<file path="src/utf8_byte_stream_decoder_assert.svh">
// Assertion macros for the UTF-8 byte stream decoder.
`ifndef UTF8_BYTE_STREAM_DECODER_ASSERT_SVH
`define UTF8_BYTE_STREAM_DECODER_ASSERT_SVH

// Check that a condition implies another in the same cycle.
`define U8D_ASSERT_SAME(label, cond, expr) \
    label: assert property (@(posedge clk) disable iff (!rst_n) (cond) |-> (expr)) \
        else $error("u8d check failed: same-cycle implication");

// Check that a condition implies another in the next cycle.
`define U8D_ASSERT_NEXT(label, cond, expr) \
    label: assert property (@(posedge clk) disable iff (!rst_n) (cond) |=> (expr)) \
        else $error("u8d check failed: next-cycle implication");

`endif

</file>
<file path="src/u8d_pkg.sv">
// Types and constants shared by the UTF-8 decoder modules.
package u8d_pkg;

    localparam int unsigned ByteW  = 8;
    localparam int unsigned PointW = 21;
    localparam int unsigned RemW   = 2;

    // Lead byte patterns and masks
    localparam logic [ByteW-1:0] ContMask  = 8'hC0;
    localparam logic [ByteW-1:0] ContCode  = 8'h80;
    localparam logic [ByteW-1:0] Lead2Mask = 8'hE0;
    localparam logic [ByteW-1:0] Lead2Code = 8'hC0;
    localparam logic [ByteW-1:0] Lead3Mask = 8'hF0;
    localparam logic [ByteW-1:0] Lead3Code = 8'hE0;
    localparam logic [ByteW-1:0] Lead4Mask = 8'hF8;
    localparam logic [ByteW-1:0] Lead4Code = 8'hF0;
    localparam logic [ByteW-1:0] Ascii1Bit = 8'h80;
    localparam logic [ByteW-1:0] Pay2Mask  = 8'h1F;
    localparam logic [ByteW-1:0] Pay3Mask  = 8'h0F;
    localparam logic [ByteW-1:0] Pay4Mask  = 8'h07;
    localparam logic [ByteW-1:0] ContPay   = 8'h3F;

    // Continuation bytes still expected after each lead
    localparam logic [RemW-1:0] RemNone = 2'd0;
    localparam logic [RemW-1:0] RemOne  = 2'd1;
    localparam logic [RemW-1:0] RemTwo  = 2'd2;
    localparam logic [RemW-1:0] RemThree = 2'd3;

    typedef struct packed {
        logic [ByteW-1:0] data_byte;
        logic             end_of_text;
    } byte_item_t;

    typedef struct packed {
        logic [PointW-1:0] code_point;
        logic              point_valid;
        logic              text_done;
    } point_item_t;

    // Handshake between the input stage and the decode stage
    typedef struct packed {
        logic valid;
        logic take;
    } stage_ctl_t;

endpackage

</file>
<file path="src/u8d_ifs.sv">
// Valid/ready channel interfaces for bytes in and code points out.
interface u8d_byte_if
    import u8d_pkg::*;
();
    logic                valid;
    logic                ready;
    logic [ByteW-1:0]    data_byte;
    logic                end_of_text;

    modport source (output valid, output data_byte, output end_of_text, input ready);
    modport sink   (input valid, input data_byte, input end_of_text, output ready);
endinterface

interface u8d_point_if
    import u8d_pkg::*;
();
    logic                valid;
    logic                ready;
    logic [PointW-1:0]   code_point;
    logic                point_valid;
    logic                text_done;

    modport source (output valid, output code_point, output point_valid, output text_done,
                    input ready);
    modport sink   (input valid, input code_point, input point_valid, input text_done,
                    output ready);
endinterface

</file>
<file path="src/u8d_in_stage.sv">
// Input register stage: holds one byte request until the decode stage takes it.
module u8d_in_stage
    import u8d_pkg::*;
(
    input  logic            clk,
    input  logic            rst_n,
    u8d_byte_if.sink        bytes,
    input  logic            take,
    output stage_ctl_t      ctl,
    output byte_item_t      item
);

    logic       valid_reg;
    logic       valid_next;
    byte_item_t item_reg;
    logic       accept;

    // Accept a new request when empty or when the held byte moves on
    assign bytes.ready = !valid_reg || take;
    assign accept      = bytes.valid && bytes.ready;

    always_comb
    begin
        valid_next = valid_reg;
        if (accept)
        begin
            valid_next = 1'b1;
        end
        else if (take)
        begin
            valid_next = 1'b0;
        end
    end

    always_ff @(posedge clk or negedge rst_n)
    begin
        if (!rst_n)
        begin
            valid_reg <= 1'b0;
        end
        else
        begin
            valid_reg <= valid_next;
        end
    end

    // Capture payload on accept
    always_ff @(posedge clk)
    begin
        if (accept)
        begin
            item_reg.data_byte   <= bytes.data_byte;
            item_reg.end_of_text <= bytes.end_of_text;
        end
    end

    assign ctl.valid = valid_reg;
    assign ctl.take  = take;
    assign item      = item_reg;

endmodule

</file>
<file path="src/u8d_decode.sv">
// Decode stage: sequence state and the per-byte lead/continuation logic.
module u8d_decode
    import u8d_pkg::*;
(
    input  logic         clk,
    input  logic         rst_n,
    input  logic         in_valid,
    input  byte_item_t   item,
    input  logic         out_free,
    output logic         take,
    output logic         emit,
    output point_item_t  result
);

    logic [PointW-1:0] partial_reg;
    logic [PointW-1:0] partial_next;
    logic [RemW-1:0]   remain_reg;
    logic [RemW-1:0]   remain_next;
    logic [ByteW-1:0]  b;
    logic              is_cont;
    logic [PointW-1:0] shifted;
    logic [RemW-1:0]   remain_dec;
    logic              have;
    logic [PointW-1:0] cp;

    assign b          = item.data_byte;
    assign is_cont    = (remain_reg != RemNone) && ((b & ContMask) == ContCode);
    assign shifted    = {partial_reg[PointW-7:0], b[5:0]};
    assign remain_dec = remain_reg - RemOne;

    // Fold a continuation byte or start a new sequence
    always_comb
    begin
        partial_next = '0;
        remain_next  = RemNone;
        have         = 1'b0;
        cp           = '0;
        if (is_cont)
        begin
            remain_next = remain_dec;
            if (remain_dec == RemNone)
            begin
                have = 1'b1;
                cp   = shifted;
            end
            else
            begin
                partial_next = shifted;
            end
        end
        else if ((b & Ascii1Bit) == '0)
        begin
            have = 1'b1;
            cp   = {{(PointW-ByteW){1'b0}}, b};
        end
        else if ((b & Lead2Mask) == Lead2Code)
        begin
            partial_next = {{(PointW-ByteW){1'b0}}, b & Pay2Mask};
            remain_next  = RemOne;
        end
        else if ((b & Lead3Mask) == Lead3Code)
        begin
            partial_next = {{(PointW-ByteW){1'b0}}, b & Pay3Mask};
            remain_next  = RemTwo;
        end
        else if ((b & Lead4Mask) == Lead4Code)
        begin
            partial_next = {{(PointW-ByteW){1'b0}}, b & Pay4Mask};
            remain_next  = RemThree;
        end
        // Drop any pending sequence at end of text
        if (item.end_of_text)
        begin
            partial_next = '0;
            remain_next  = RemNone;
        end
    end

    // Advance unless a result is due and the output register is full
    assign emit = have || item.end_of_text;
    assign take = in_valid && (!emit || out_free);

    assign result.code_point  = cp;
    assign result.point_valid = have;
    assign result.text_done   = item.end_of_text;

    always_ff @(posedge clk or negedge rst_n)
    begin
        if (!rst_n)
        begin
            partial_reg <= '0;
            remain_reg  <= RemNone;
        end
        else if (take)
        begin
            partial_reg <= partial_next;
            remain_reg  <= remain_next;
        end
    end

endmodule

</file>
<file path="src/u8d_out_stage.sv">
// Output register stage: holds one result request until the sink takes it.
module u8d_out_stage
    import u8d_pkg::*;
(
    input  logic         clk,
    input  logic         rst_n,
    input  logic         load,
    input  point_item_t  result,
    output logic         free,
    u8d_point_if.source  points
);

    logic        valid_reg;
    logic        valid_next;
    point_item_t result_reg;

    assign free = !valid_reg || points.ready;

    always_comb
    begin
        valid_next = valid_reg;
        if (load)
        begin
            valid_next = 1'b1;
        end
        else if (points.ready)
        begin
            valid_next = 1'b0;
        end
    end

    always_ff @(posedge clk or negedge rst_n)
    begin
        if (!rst_n)
        begin
            valid_reg <= 1'b0;
        end
        else
        begin
            valid_reg <= valid_next;
        end
    end

    // Hold the result until it is taken
    always_ff @(posedge clk)
    begin
        if (load)
        begin
            result_reg <= result;
        end
    end

    assign points.valid       = valid_reg;
    assign points.code_point  = result_reg.code_point;
    assign points.point_valid = result_reg.point_valid;
    assign points.text_done   = result_reg.text_done;

endmodule

</file>
<file path="src/utf8_byte_stream_decoder.sv">
// Top level of the UTF-8 byte stream decoder.
// Takes one UTF-8 byte per cycle on bytes, unless a result waits on a full output
// register, and emits code points on points. A byte is registered in the input
// stage, decoded against the pending sequence state, and any result lands in the
// output register. The rate is set by the single decode stage, which updates the
// sequence state once per byte. Bytes that only advance a sequence give no result.
// A byte flagged end_of_text always gives one result with text_done set, carrying
// a code point only if that byte completed one; a sequence cut short there is
// dropped and the next byte starts a fresh text. Invalid leads are discarded, and
// a non-continuation byte inside a sequence restarts decoding at that byte.
// Overlong forms and surrogates are passed through unchecked.
module utf8_byte_stream_decoder
    import u8d_pkg::*;
(
    input  logic         clk,
    input  logic         rst_n,
    u8d_byte_if.sink     bytes,
    u8d_point_if.source  points
);

    `include "utf8_byte_stream_decoder_assert.svh"

    stage_ctl_t  in_ctl;
    byte_item_t  in_item;
    logic        take;
    logic        emit;
    logic        out_free;
    point_item_t result;

    u8d_in_stage u_in (
        .clk   (clk),
        .rst_n (rst_n),
        .bytes (bytes),
        .take  (take),
        .ctl   (in_ctl),
        .item  (in_item)
    );

    u8d_decode u_dec (
        .clk      (clk),
        .rst_n    (rst_n),
        .in_valid (in_ctl.valid),
        .item     (in_item),
        .out_free (out_free),
        .take     (take),
        .emit     (emit),
        .result   (result)
    );

    u8d_out_stage u_out (
        .clk    (clk),
        .rst_n  (rst_n),
        .load   (in_ctl.take && emit),
        .result (result),
        .free   (out_free),
        .points (points)
    );

    // A final byte that moves on must show up as a text_done result
    `U8D_ASSERT_NEXT(a_done_follows, in_ctl.take && in_item.end_of_text,
        points.valid && points.text_done)
    // A result without a code point carries zero
    `U8D_ASSERT_SAME(a_zero_when_empty, points.valid && !points.point_valid,
        points.code_point == '0)
    // A stalled input byte stays put
    `U8D_ASSERT_NEXT(a_in_hold, in_ctl.valid && !in_ctl.take,
        in_ctl.valid && $stable(in_item))

endmodule
</file>
<file path="src/flat_wrapper.sv">
// flat-port wrapper written by rule: the top's interface ports become plain ports
module utf8_byte_stream_decoder_flat import u8d_pkg::*;
  (clk, rst_n, bytes_valid, bytes_data_byte, bytes_end_of_text, bytes_ready, points_valid, points_code_point, points_point_valid, points_text_done, points_ready);
  u8d_byte_if bytes_i ();
  u8d_point_if points_i ();
  input  logic clk;
  input  logic rst_n;
  input wire logic [$bits(bytes_i.valid)-1:0] bytes_valid;
  input wire logic [$bits(bytes_i.data_byte)-1:0] bytes_data_byte;
  input wire logic [$bits(bytes_i.end_of_text)-1:0] bytes_end_of_text;
  output wire logic [$bits(bytes_i.ready)-1:0] bytes_ready;
  output wire logic [$bits(points_i.valid)-1:0] points_valid;
  output wire logic [$bits(points_i.code_point)-1:0] points_code_point;
  output wire logic [$bits(points_i.point_valid)-1:0] points_point_valid;
  output wire logic [$bits(points_i.text_done)-1:0] points_text_done;
  input wire logic [$bits(points_i.ready)-1:0] points_ready;
  assign bytes_i.valid = bytes_valid;
  assign bytes_i.data_byte = bytes_data_byte;
  assign bytes_i.end_of_text = bytes_end_of_text;
  assign bytes_ready = bytes_i.ready;
  assign points_valid = points_i.valid;
  assign points_code_point = points_i.code_point;
  assign points_point_valid = points_i.point_valid;
  assign points_text_done = points_i.text_done;
  assign points_i.ready = points_ready;
  utf8_byte_stream_decoder u_core (.clk(clk), .rst_n(rst_n), .bytes(bytes_i), .points(points_i));
endmodule
</file>
<file path="config.mk">
export PLATFORM = sky130hd
export DESIGN_NAME = utf8_byte_stream_decoder_flat
export DESIGN_NICKNAME = d
export VERILOG_FILES = /design/src/u8d_pkg.sv /design/src/u8d_ifs.sv /design/src/u8d_in_stage.sv /design/src/u8d_decode.sv /design/src/u8d_out_stage.sv /design/src/utf8_byte_stream_decoder.sv /design/src/flat_wrapper.sv
export VERILOG_INCLUDE_DIRS = /design/src /design/src/src
export SDC_FILE = /design/constraint.sdc
export NUM_CORES = 1
export LEC_CHECK = 0
export BUFFER_PORTS_ARGS = -buffer_cell sky130_fd_sc_hd__clkbuf_2
export CAP_MARGIN = 20
export CORE_UTILIZATION = 49
export DETAILED_ROUTE_END_ITERATION = 7
export PLACE_DENSITY = 0.7
export SLEW_MARGIN = 20
export SYNTH_ARGS = -nofsm -noshare
export SYNTH_HDL_FRONTEND = slang
export SYNTH_SLANG_ARGS = --single-unit
</file>
<file path="constraint.sdc">
create_clock -name clk -period 2.41 [get_ports clk]
set_input_delay 0.3615 -clock clk [delete_from_list [all_inputs] [get_ports clk]]
set_output_delay 0.3615 -clock clk [all_outputs]
set_load 0.02 [all_outputs]
</file>
# Yosys cells after proc, flatten, opt, wreduce, memory -nomap -nowiden
# Cells that the tools add are included.
[classes]
n_mux = 23
addsub = 1
reduce_logical = 16
eq_ne = 4
[ops]
columns = ["cell", "n"]
rows = [
  ["2-to-1 mux 15 bit", 3],
  ["2-to-1 mux 21 bit", 2],
  ["2-to-1 mux 2 bit", 6],
  ["2-to-1 mux 5 bit", 2],
  ["logical NOT 8 bit", 1],
  ["2-to-1 mux 8 bit", 1],
  ["2-to-1 mux 1 bit", 7],
  ["nonzero test 2 bit", 3],
  ["equality test 5 bit (second input constant)", 1],
  ["equality test 4 bit (second input constant)", 1],
  ["logical AND 1 bit", 4],
  ["logical OR 1 bit", 4],
  ["2-to-1 mux 4 bit", 1],
  ["equality test 3 bit (second input constant)", 1],
  ["logical NOT 1 bit", 3],
  ["2-to-1 mux 3 bit", 1],
  ["equality test 2 bit (second input constant)", 1],
  ["logical NOT 2 bit", 1],
  ["subtractor 2 x 1 -> 2 bit (second input constant)", 1],
]
[totals]
reg_bits = 51
in_bits = 13
word_cells = 53
out_inout_bits = 25

# Depth between registers and ports, before layout
# Gate-level depths: netlist of the first run.
[depth]
word_depth = 11
mapped_depth = 6
depth_no_buf = 5

# Cells and area by module
# Synthesis of the first run repeated with hierarchy kept, for this count alone.
[unflattened]
cells_unflattened = 154
area_unflattened_um2 = 2269.7
[by_module_without_submodules]
columns = ["module", "cells_each", "seq_area_each_um2", "area_each_um2", "n_inst"]
rows = [
  ["u8d_decode", 112, 425.4, 1186.1, 1],
  ["u8d_out_stage", 26, 715.7, 738.2, 1],
  ["u8d_in_stage", 15, 295.3, 339.1, 1],
  ["utf8_byte_stream_decoder", 1, 0.0, 6.3, 1],
]

# Worst setup path after synthesis of the first run
# No wires, ideal clock.
[synth_timing]
kind = "flip-flop to flip-flop"
start = "register u_core.u_dec.remain_reg[0]"
end = "register u_core.u_out.result_reg (netlist bit u_core.u_out.points.code_point[0]), enable pin"
n_path_buf = 0
required_time_ns = 2.007
arrival_ns = 2.166
path_stages_with_launch = 6
slack_ns = -0.159
setup_time_ns = 0.403
path_cell_list = "dfrtp_1 > inv_1 > ha_1 > nor3b_4 > o21ai_0 > nor2_1"
[synth_between]
elab_chain_len = 9
elab_cells_between_ends = 11
classes_between = "add/sub (1); mux (2); reduce/logical (8)"
[synth_rtl]
columns = ["element", "line", "rtl"]
rows = [
  ["from (decl)", "u8d_decode.sv:17", "logic [RemW-1:0] remain_reg;"],
  ["from (signal assigned)", "u8d_decode.sv:92", "remain_reg <= RemNone;"],
  ["from (signal assigned)", "u8d_decode.sv:97", "remain_reg <= remain_next;"],
  ["subtractor 2 x 1 -> 2 bit", "u8d_decode.sv:29", "assign remain_dec = remain_reg - RemOne;"],
  ["logical NOT 2 bit", "u8d_decode.sv:41", "if (remain_dec == RemNone)"],
  ["2-to-1 mux 1 bit", "u8d_decode.sv:41", ""],
  ["2-to-1 mux 1 bit *", "u8d_decode.sv:38", "if (is_cont)"],
  ["logical OR 1 bit *", "u8d_decode.sv:80", "assign emit = have || item.end_of_text;"],
  ["logical NOT 1 bit", "u8d_decode.sv:81", "assign take = in_valid && (!emit || out_free);"],
  ["logical OR 1 bit", "u8d_decode.sv:81", ""],
  ["logical AND 1 bit", "u8d_decode.sv:81", ""],
  ["logical AND 1 bit *", "utf8_byte_stream_decoder.sv:53", ".load (in_ctl.take && emit),"],
  ["net u_core.u_out.load", "u8d_out_stage.sv:7", "input logic load,"],
  ["to (signal assigned)", "u8d_out_stage.sv:49", "result_reg <= result;"],
  ["to (decl)", "u8d_out_stage.sv:15", "point_item_t result_reg;"],
]
# The timed path passes the listed nets; every way through them passes the cells marked *.
# A chain may end at the register's enable or synchronous reset.

# Worst setup path in the final report of the first run
[layout_timing]
start = "register u_core.u_dec.remain_reg[0]"
end = "output port bytes_ready"
[layout_between]
elab_chain_len = 9
elab_cells_between_ends = 11
classes_between = "add/sub (1); mux (2); reduce/logical (8)"
[layout_rtl]
columns = ["element", "line", "rtl"]
rows = [
  ["subtractor 2 x 1 -> 2 bit", "u8d_decode.sv:29", ""],
  ["logical NOT 2 bit", "u8d_decode.sv:41", ""],
  ["2-to-1 mux 1 bit", "u8d_decode.sv:41", ""],
  ["2-to-1 mux 1 bit *", "u8d_decode.sv:38", ""],
  ["logical OR 1 bit *", "u8d_decode.sv:80", ""],
  ["logical NOT 1 bit *", "u8d_decode.sv:81", ""],
  ["logical OR 1 bit *", "u8d_decode.sv:81", ""],
  ["logical AND 1 bit *", "u8d_decode.sv:81", ""],
  ["logical OR 1 bit *", "u8d_in_stage.sv:19", "assign bytes.ready = !valid_reg || take;"],
  ["to (decl)", "flat_wrapper.sv:11", "output wire logic [$bits(bytes_i.ready)-1:0] bytes_ready;"],
]
# Mark *: on every way between the ends. The rest lies on a longest branch, timed or not.

==> impl_metrics.toml, run 1 <==
[outcome]
outcome = "complete, no violations"

[worst_setup_path]
crit_start = "u_core.u_dec.remain_reg[0]"
rrSetupSlack_ns = 0.36
path_max_fanout = 8
critPathArrivalTime_ns = 1.78
required_ns = 2.05
r2r_start = "u_core.u_dec.remain_reg[0]"
crit_path_start_kind = "register"
criticalPathCategory = "reg2out"
crit_path_end_kind = "output pin"

[sta]
fmax_mhz = 467
worst_slew_pin_slew_ns = 0.477
setup_viol = 0
period_share = 0.889
finalWorstPathRequiredPeriod_ns = 2.14
slew_headroom = 0.682
timing.setup.tns_ns = 0
clock_skew_ns = 0.00769
drv_slew = 0
hold_viol_final = 0
rsz0062_at_grt = "false"
worst_slack_ns = 0.267

[drt]
drt_pass1_iterations = 4
routedWlPerCell_um = 14.8
routed_wl_um = 3640
drtIter0Drc = 59
drc = 0
via_count = 1323
postRouteAntennaNets = 0
drt-vias-per-instance = 5.38

[cells_and_area]
drive_gt1_frac = 0.265
area_growth_pct = 16.4
post-route-util = 0.611
largest_reg_flops = 21
fillers = 335
nNetsFinal = 210
num_antenna_cells = 0
final_area_um2 = 2510

[yosys]
syn_nets = 168
synth_area_per_cell_um2 = 14.1
synth_top_area_share = 0.445
synth.area.top_cells = "edfxtp_1, dfrtp_1, and2_1"
syn_inst = 153
synth-seq-area-share = 0.665
ys_warn_count = 0
synthArstFlopShare = 0.373
synth_area_um2 = 2160
synthTopCellsByCount = "edfxtp_1, and2_1, dfrtp_1"
synth-edff-count = 32
synth_most_common_cell = "edfxtp_1"
synth_ff_type = "edfxtp_1"
ys_ff_latch = 51
yosysTopAreaCell = "edfxtp_1"
synth_cell_types = 30

[global_route]
grt_max_degree = 20
track_usage = 0.190
antenna_found_initial = 0
grt_overflow_total = 0
grt_pass1_wl_um = 6270
grt_pass1_vias = 1330

[clock_tree]
ctsResizeCount = 0
cts_hold_buf = 0
cts.clk_slew.worst_paths_ns = 0.08
cts.sinks = 51
cts_setup_buffers = 0
root_buffer = "clkbuf_8"
clk_latency_ns = 0.30
clock_path_buffers = 2
numCtsBuffers = 5
cts_tree = "built"
htree_levels = 2

[min_path]
hp-class = "in2async"

[pwr]
power_mw = 1.82
power_density_nw_per_um2 = 722
peakVddDrop_mv = 0.401
leakage_nw = 1.06

[place]
dp_hpwl_um = 2700
gp_congestion = 0.832
portBuffers = 37
pre_cts_slack_ns = 0.360
place_area_um2 = 2410

[die]
die_y_um = 68.4
rows = 23
start_util = 0.525
coreArea_um2 = 4120
top_level_ports = 38
die_x_um = 68.4
die_area_um2 = 4680

[job]
maxCapViolCount = 0
## per-layer routing
metal,track usage,vias up,share of wire
met2,0.316,39,0.50
met1,0.227,629,0.43
li1,-,648,-
met4,0.0911,0,0.022
met3,0.0483,7,0.049
met5,0,-,0
## critical path: stages, from the launching register on
cell      delay, ns
dfrtp_1        0.38
inv_1          0.06
ha_1           0.30
nor3b_4        0.35
o211ai_1       0.19
clkbuf_2       0.20
## logic make-up after synthesis
| family | Yosys count | share of synthesized area |
|---|---|---|
| simple gates | 60 | 0.179 |
| mux | 13 | 0.0661 |
| fa+ha+maj | 2 | 0.0116 |
| compound gates | 15 | 0.0527 |
| flops | 51 | 0.665 |
| buf+inv | 12 | 0.0255 |
## final timing paths
| check | end | depth (start not counted) |
|---|---|---|
| min in group clk | u_core.u_in.item[3] | 1 |
| worst max-delay path | bytes_ready | 5 |
| max in group asynchronous | u_core.u_in.valid_reg | 1 |
| worst min register to register | u_core.u_dec.partial_reg[11] | 1 |
| worst max register to register | u_core.u_dec.partial_reg[13] | 6 |
| worst min-delay path | u_core.u_dec.partial_reg[12] | 1 |
## layout by cell type (no fill, tap or decap)
cell type	Yosys	routed
or4b_1	1	1
a31oi_1	1	1
and4bb_2	1	1
dfrtp_1	19	19
nor2_1	3	2
inv_1	6	6
nor3_1	2	2
o211ai_1	1	1
clkbuf_2	0	37
o21ai_0	5	5
clkbuf_1	3	2
o221ai_1	5	5
nor2b_1	3	3
edfxtp_1	32	32
and2_1	22	22
bufinv_16	0	1
mux2_1	10	10
or3b_2	1	1
ha_1	2	2
o41ai_1	1	1
clkbuf_8	0	5
nand2b_1	4	4
o21bai_1	1	1
nand3b_1	1	1
nand2_1	5	5
nand3_1	2	2
a2bb2oi_2	1	1
nor3b_1	8	8
nor3b_4	1	1
mux2i_1	3	3
nor2_2	0	1
buf_4	0	4
nand4_1	6	6
## where the power goes
| part | switching (mW) | internal (mW) |
|---|---|---|
| registers | 0.0311 | 0.991 |
| logic | 0.146 | 0.0790 |
| clock network | 0.257 | 0.311 |
## layout make-up
| type | count | area, um^2 | area share |
|---|---|---|---|
| Clock buffer | 7 | 76.3 | 0.0304 |
| Clock inverter | 1 | 30.0 | 0.0119 |
| Inverter | 6 | 22.5 | 0.00896 |
| Multi-Input combinational cell | 90 | 671 | 0.267 |
| Sequential cell | 51 | 1440 | 0.571 |
| Tap cell | 50 | 62.6 | 0.0249 |
| Timing Repair Buffer | 41 | 215 | 0.0856 |
## stage by stage
step                cells  hold slack (ns)
floorplan             153           0.0659
global placement      238            0.337
detailed placement    238            0.341
CTS                   246          0.00894
global route          246           0.0257
finish                246          0.00325
Power figures use the tool's default switching activity.
==> inputs of run 2 (changes only) <==
- CELL_PAD_IN_SITES_DETAIL_PLACEMENT: unset -> 1
- CELL_PAD_IN_SITES_GLOBAL_PLACEMENT: unset -> 1
- CORE_UTILIZATION: 49 -> 45
- PLACE_DENSITY: 0.7 -> 0.75
- clock period: 2.41 -> 2 ns (I/O delays scaled with it)
==> run 2 against run 1 <==
The flow now finishes with violations (design-rule violations). Utilization decreased by 2.9 points. Clock-buffer cell count unchanged. Sequential power rose by 21%. Clock skew down 0.0012 ns. Combinational power grew 44%. Routed wire length is 22% higher. Power grew 19%. Critical path depth did not move. Final area increased by 3.5%. Global-route usage grew 0.62 points. Highest routed layer unchanged.
==> impl_metrics.toml, run 2 (synthesis results as in run 1) <==
[outcome]
outcome = "finished with violations"
violations = "design-rule violations"

[worst_setup_path]
rrSetupSlack_ns = 0.13
path_cells = "inv_1 -> ha_4 -> nor3b_4 -> o211ai_1 -> buf_4"
crit_path_end_kind = "output pin"
required_ns = 1.70
crit_path_start_kind = "register"
crit_start = "u_core.u_dec.remain_reg[0]"
path_max_fanout = 8
critPathArrivalTime_ns = 1.62
rr_worst_depth = 5
critPathSlowestCell = "dfrtp_1"
criticalPathCategory = "reg2out"
r2r-end = "u_core.u_in.item[1]"
cpPeakStageDelay_ns = 0.41
r2r_start = "u_core.u_dec.remain_reg[0]"

[die]
die_y_um = 71.3
die_x_um = 71.3
coreArea_um2 = 4470
rows = 24
start_util = 0.483
die_area_um2 = 5080
top_level_ports = 38

[place]
portBuffers = 37
dp_hpwl_um = 3090
pre_cts_slack_ns = -0.0579
gp_congestion = 0.841

[pwr]
power_mw = 2.16
leakage_nw = 1.10
power_density_nw_per_um2 = 829
peakVddDrop_mv = 0.437

[global_route]
grt_max_degree = 20
grt_overflow_total = 0
grt_pass1_wl_um = 7400
track_usage = 0.196
antenna_found_initial = 0
grt_pass1_vias = 1463

[sta]
clock_skew_ns = 0.00645
finalWorstPathRequiredPeriod_ns = 1.92
worst_slew_pin_slew_ns = 0.489
slew_headroom = 0.674
drv_slew = 0
hold_viol_final = 0
fmax_mhz = 520
period_share = 0.961
setup_viol = 0
worst_slack_ns = 0.0784

[drt]
drt-vias-per-instance = 5.65
drc = 1
via_count = 1435
drtIter0Drc = 77
postRouteAntennaNets = 0
drt_pass1_iterations = 6
routedWlPerCell_um = 17.5
routed_wl_um = 4430

[min_path]
hold_end = "u_core.u_in.item[6]"
hold_start = "bytes_data_byte[5]"
hold_depth = 1
hp-class = "in2reg"

[cells_and_area]
area_growth_pct = 20.5
num_antenna_cells = 0
largest_reg_flops = 21
fillers = 455
mostFrequentLayoutCells = "clkbuf_2, edfxtp_1, and2_1, dfrtp_1, mux2_1"
regArea_um2 = 1440
layout_commonest_cell = "clkbuf_2"
nNetsFinal = 216
drive_gt1_frac = 0.312
multi_input_area_um2 = 697

[clock_tree]
htree_levels = 2
cts_tree = "built"
clock_path_buffers = 2
clk_latency_ns = 0.31
root_buffer = "clkbuf_8"
cts.clk_slew.worst_paths_ns = 0.08
numCtsBuffers = 5
cts.sinks = 51

[job]
maxCapViolCount = 0
## run 2: layout make-up
class / count / area share
clock inverters: 1 / 0.00192
repair buffers: 47 / 0.112
inverters: 6 / 0.00865
multi-input cells: 90 / 0.268
clock buffers: 7 / 0.0332
flip-flops and latches: 51 / 0.552
well taps: 52 / 0.0250
## run 2: what timing repair did
item / 4_1_cts / 5_1_grt
hold buffers: 1 / 0
gates resized for setup: 2 / 6
endpoints found under the hold margin: 19 / 0
pin swaps: 0 / 2
buffers inserted: 0 / 2
setup endpoints to repair: 8 / 18
## run 2: worst max path at each step
stage	endpoint	slack [ns]
after floorplan	u_core.u_in.item[0]	0.004
after global placement	u_core.u_dec.partial_reg[6]	0.07
after detailed placement	u_core.u_dec.partial_reg[5]	-0.06
after CTS	bytes_ready	0.03
after global routing	bytes_ready	-0.01
final	bytes_ready	0.08
## run 2: critical path: cells and delay by family (launching register included)
family | cells | cell delay [ns]
AOI/OAI and AO/OA | 1 | 0.30
buffers and inverters | 2 | 0.34
DFF | 1 | 0.41
adders and majority gates | 1 | 0.21
and+or+nand+nor | 1 | 0.06
## run 2: through the flow
| stage | hold slack, ns | cells | instance area [um^2] | TNS, ns | utilization |
|---|---|---|---|---|---|
| after global placement | 0.276 | 243 | 2460 | 0 | 0.550 |
| after global routing | 0.154 | 254 | 2600 | -0.0132 | 0.582 |
| after CTS | 0.161 | 252 | 2570 | 0 | 0.574 |
| after detailed placement | 0.277 | 243 | 2460 | -0.0998 | 0.550 |
| after floorplan | 0.00441 | 153 | 2170 | 0 | - |
| final | 0.167 | 254 | 2600 | 0 | 0.582 |
## run 2: power by group
group	internal, mW	switching (mW)	total [mW]
sequential	1.19	0.0365	1.23
clock	0.279	0.323	0.603
combinational	0.123	0.199	0.323
## run 2: routing by layer
layer	part of all wire	wire, um	vias up	track usage
met1	0.44	1940	733	0.250
met5	0	0	-	0
met4	0.020	88	0	0.0822
met3	0.040	176	8	0.0464
li1	-	-	655	-
met2	0.50	2230	39	0.323
==> inputs of run 3 (changes only) <==
- BUFFER_PORTS_ARGS: -buffer_cell sky130_fd_sc_hd__clkbuf_2 -> -buffer_cell sky130_fd_sc_hd__buf_4
==> run 3 against run 2 <==
The run still ends with design-rule violations left. Clock skew is 0.0014 ns higher. Die area unchanged. Clock power shrank 6.3%. First-iteration DRC count shrank 16%. Setup slack worse by 0.032 ns. Cell count unchanged. Sequential share of layout area decreased by 1.5 points. Register-to-register slack worse by 0.04 ns. Sequential power is essentially flat. Global-route usage up 0.55 points. Final area increased by 2.8%. Critical endpoint unchanged. Largest cell class unchanged. Highest routed layer unchanged.
==> impl_metrics.toml, run 3 (synthesis results as in run 1) <==
[sta]
setup_viol = 0
hold-worst-slack_ns = 0.169
period_share = 0.977
finalWorstPathRequiredPeriod_ns = 1.95
clock_skew_ns = 0.00781
slew_headroom = 0.629
drv_slew = 0
worst_slack_ns = 0.0464
hold_viol_final = 0
rsz0062_at_grt = "true"
worst_slew_pin_slew_ns = 0.555
fmax_mhz = 512

[cells_and_area]
mostFrequentLayoutCells = "buf_4, edfxtp_1, and2_1, dfrtp_1, mux2_1"
drive_gt1_frac = 0.297
stdcell_count = 254
post-route-util = 0.598
num_antenna_cells = 0
largest_reg_flops = 21
fillers = 452
layout_commonest_cell = "buf_4"
nNetsFinal = 216
area_growth_pct = 23.9

[clock_tree]
numCtsBuffers = 5
cts.clk_slew.worst_paths_ns = 0.09
clock_path_buffers = 2
clk_latency_ns = 0.31
cts_tree = "built"
root_buffer = "clkbuf_8"
htree_levels = 2
cts.sinks = 51

[worst_setup_path]
critPathSlowestCell = "nor2b_1"
path_max_fanout = 6
cpPeakStageDelay_ns = 0.48
cp.buffers_inverters = 1
cp_top_family = "simple AND/OR/NAND/NOR gates"
crit_path_start_kind = "register"
criticalPathCategory = "reg2out"
required_ns = 1.70
path_cells = "nor2b_1 -> o211ai_1 -> buf_4"
critPathArrivalTime_ns = 1.65
crit_path_end_kind = "output pin"

[place]
pre_cts_slack_ns = 0.0569
gp_congestion = 0.851
portBuffers = 37
dp_hpwl_um = 3280
dpl.cell_count = 243

[drt]
via_count = 1384
postRouteAntennaNets = 0
drc = 1
routedWlPerCell_um = 17.6
routed_wl_um = 4480
drt-vias-per-instance = 5.45
drt_pass1_iterations = 6
drtIter0Drc = 65

[die]
die_y_um = 71.3
coreArea_um2 = 4470
start_util = 0.483
die_area_um2 = 5080
die_x_um = 71.3
rows = 24
top_level_ports = 38

[pwr]
leakage_nw = 1.12
power_density_nw_per_um2 = 800
peakVddDrop_mv = 0.428
power_mw = 2.14

[global_route]
track_usage = 0.201
grt_pass1_vias = 1497
antenna_found_initial = 0
grt_pass1_wl_um = 7450
grt_overflow_total = 0
grt_max_degree = 20

[job]
maxCapViolCount = 0

[min_path]
hp-class = "in2reg"

[outcome]
outcome = "finished with violations"
violations = "design-rule violations"
==> run 3: cell count changes in the layout (fill, tap and decap cells not counted), sizes merged <==
cell	change
clkbuf	-38
buf	+36
clkinv	+1
clkinvlp	+1
==> run 3: path summary, 6_finish.rpt <==
kind / from / end / slack [ns] / cells after the start
min: bytes_data_byte[6] / u_core.u_in.item[7] / 0.17 / 1
min reg2reg: u_core.u_dec.partial_reg[14] / u_core.u_dec.partial_reg[14] / 0.50 / 1
max reg2reg: u_core.u_dec.remain_reg[0] / u_core.u_dec.partial_reg[9] / 0.09 / 7
max: u_core.u_out.points.valid / bytes_ready / 0.05 / 3
max in group asynchronous: rst_n / u_core.u_dec.partial_reg[3] / 1.40 / 2
min in group asynchronous: rst_n / u_core.u_dec.partial_reg[7] / 0.39 / 2
==> run 3: stage by stage <==
| stage | instance area, um^2 | setup TNS, ns |
|---|---|---|
| final | 2680 | 0 |
| after detailed placement | 2550 | 0 |
| after global routing | 2680 | -0.0542 |
| after global placement | 2550 | 0 |
| after CTS | 2650 | 0 |
| after floorplan | 2170 | 0 |
==> run 3: what timing repair did <==
| item | in CTS | in global routing |
|---|---|---|
| buffers inserted | 0 | 2 |
| hold buffers | 1 | 0 |
| gates resized for setup | 0 | 4 |
| endpoints found under the setup margin | 0 | 28 |
| hold endpoints to repair | 19 | 0 |
==> run 3: layout make-up <==
cell class              count  area [um^2]  area share
flip-flops and latches     51         1440       0.537
well taps                  52         65.1      0.0243
clock buffers               5         68.8      0.0257
clock inverters             3         15.0     0.00561
repair buffers             47          380       0.142
inverters                   6         22.5     0.00842
multi-input cells          90          688       0.257
==> run 3: where the power goes <==
group          internal [mW]  switching, mW
registers               1.19         0.0380
clock network          0.238          0.327
logic                  0.147          0.196
total                   1.58          0.561
==> run 3: routing by layer <==
| layer | global-route usage | part of all wire |
|---|---|---|
| met1 | 0.235 | 0.41 |
| met2 | 0.338 | 0.51 |
| met3 | 0.0549 | 0.045 |
| met4 | 0.113 | 0.039 |
| met5 | 0 | 0 |
==> run 3: worst register-to-register path: stages, from the launching register on <==
cell       delay [ns]
dfrtp_1          0.39
inv_1            0.07
ha_1             0.26
nor3b_4          0.23
buf_4            0.15
a2bb2oi_2        0.18
buf_12           0.18
mux2_1           0.34
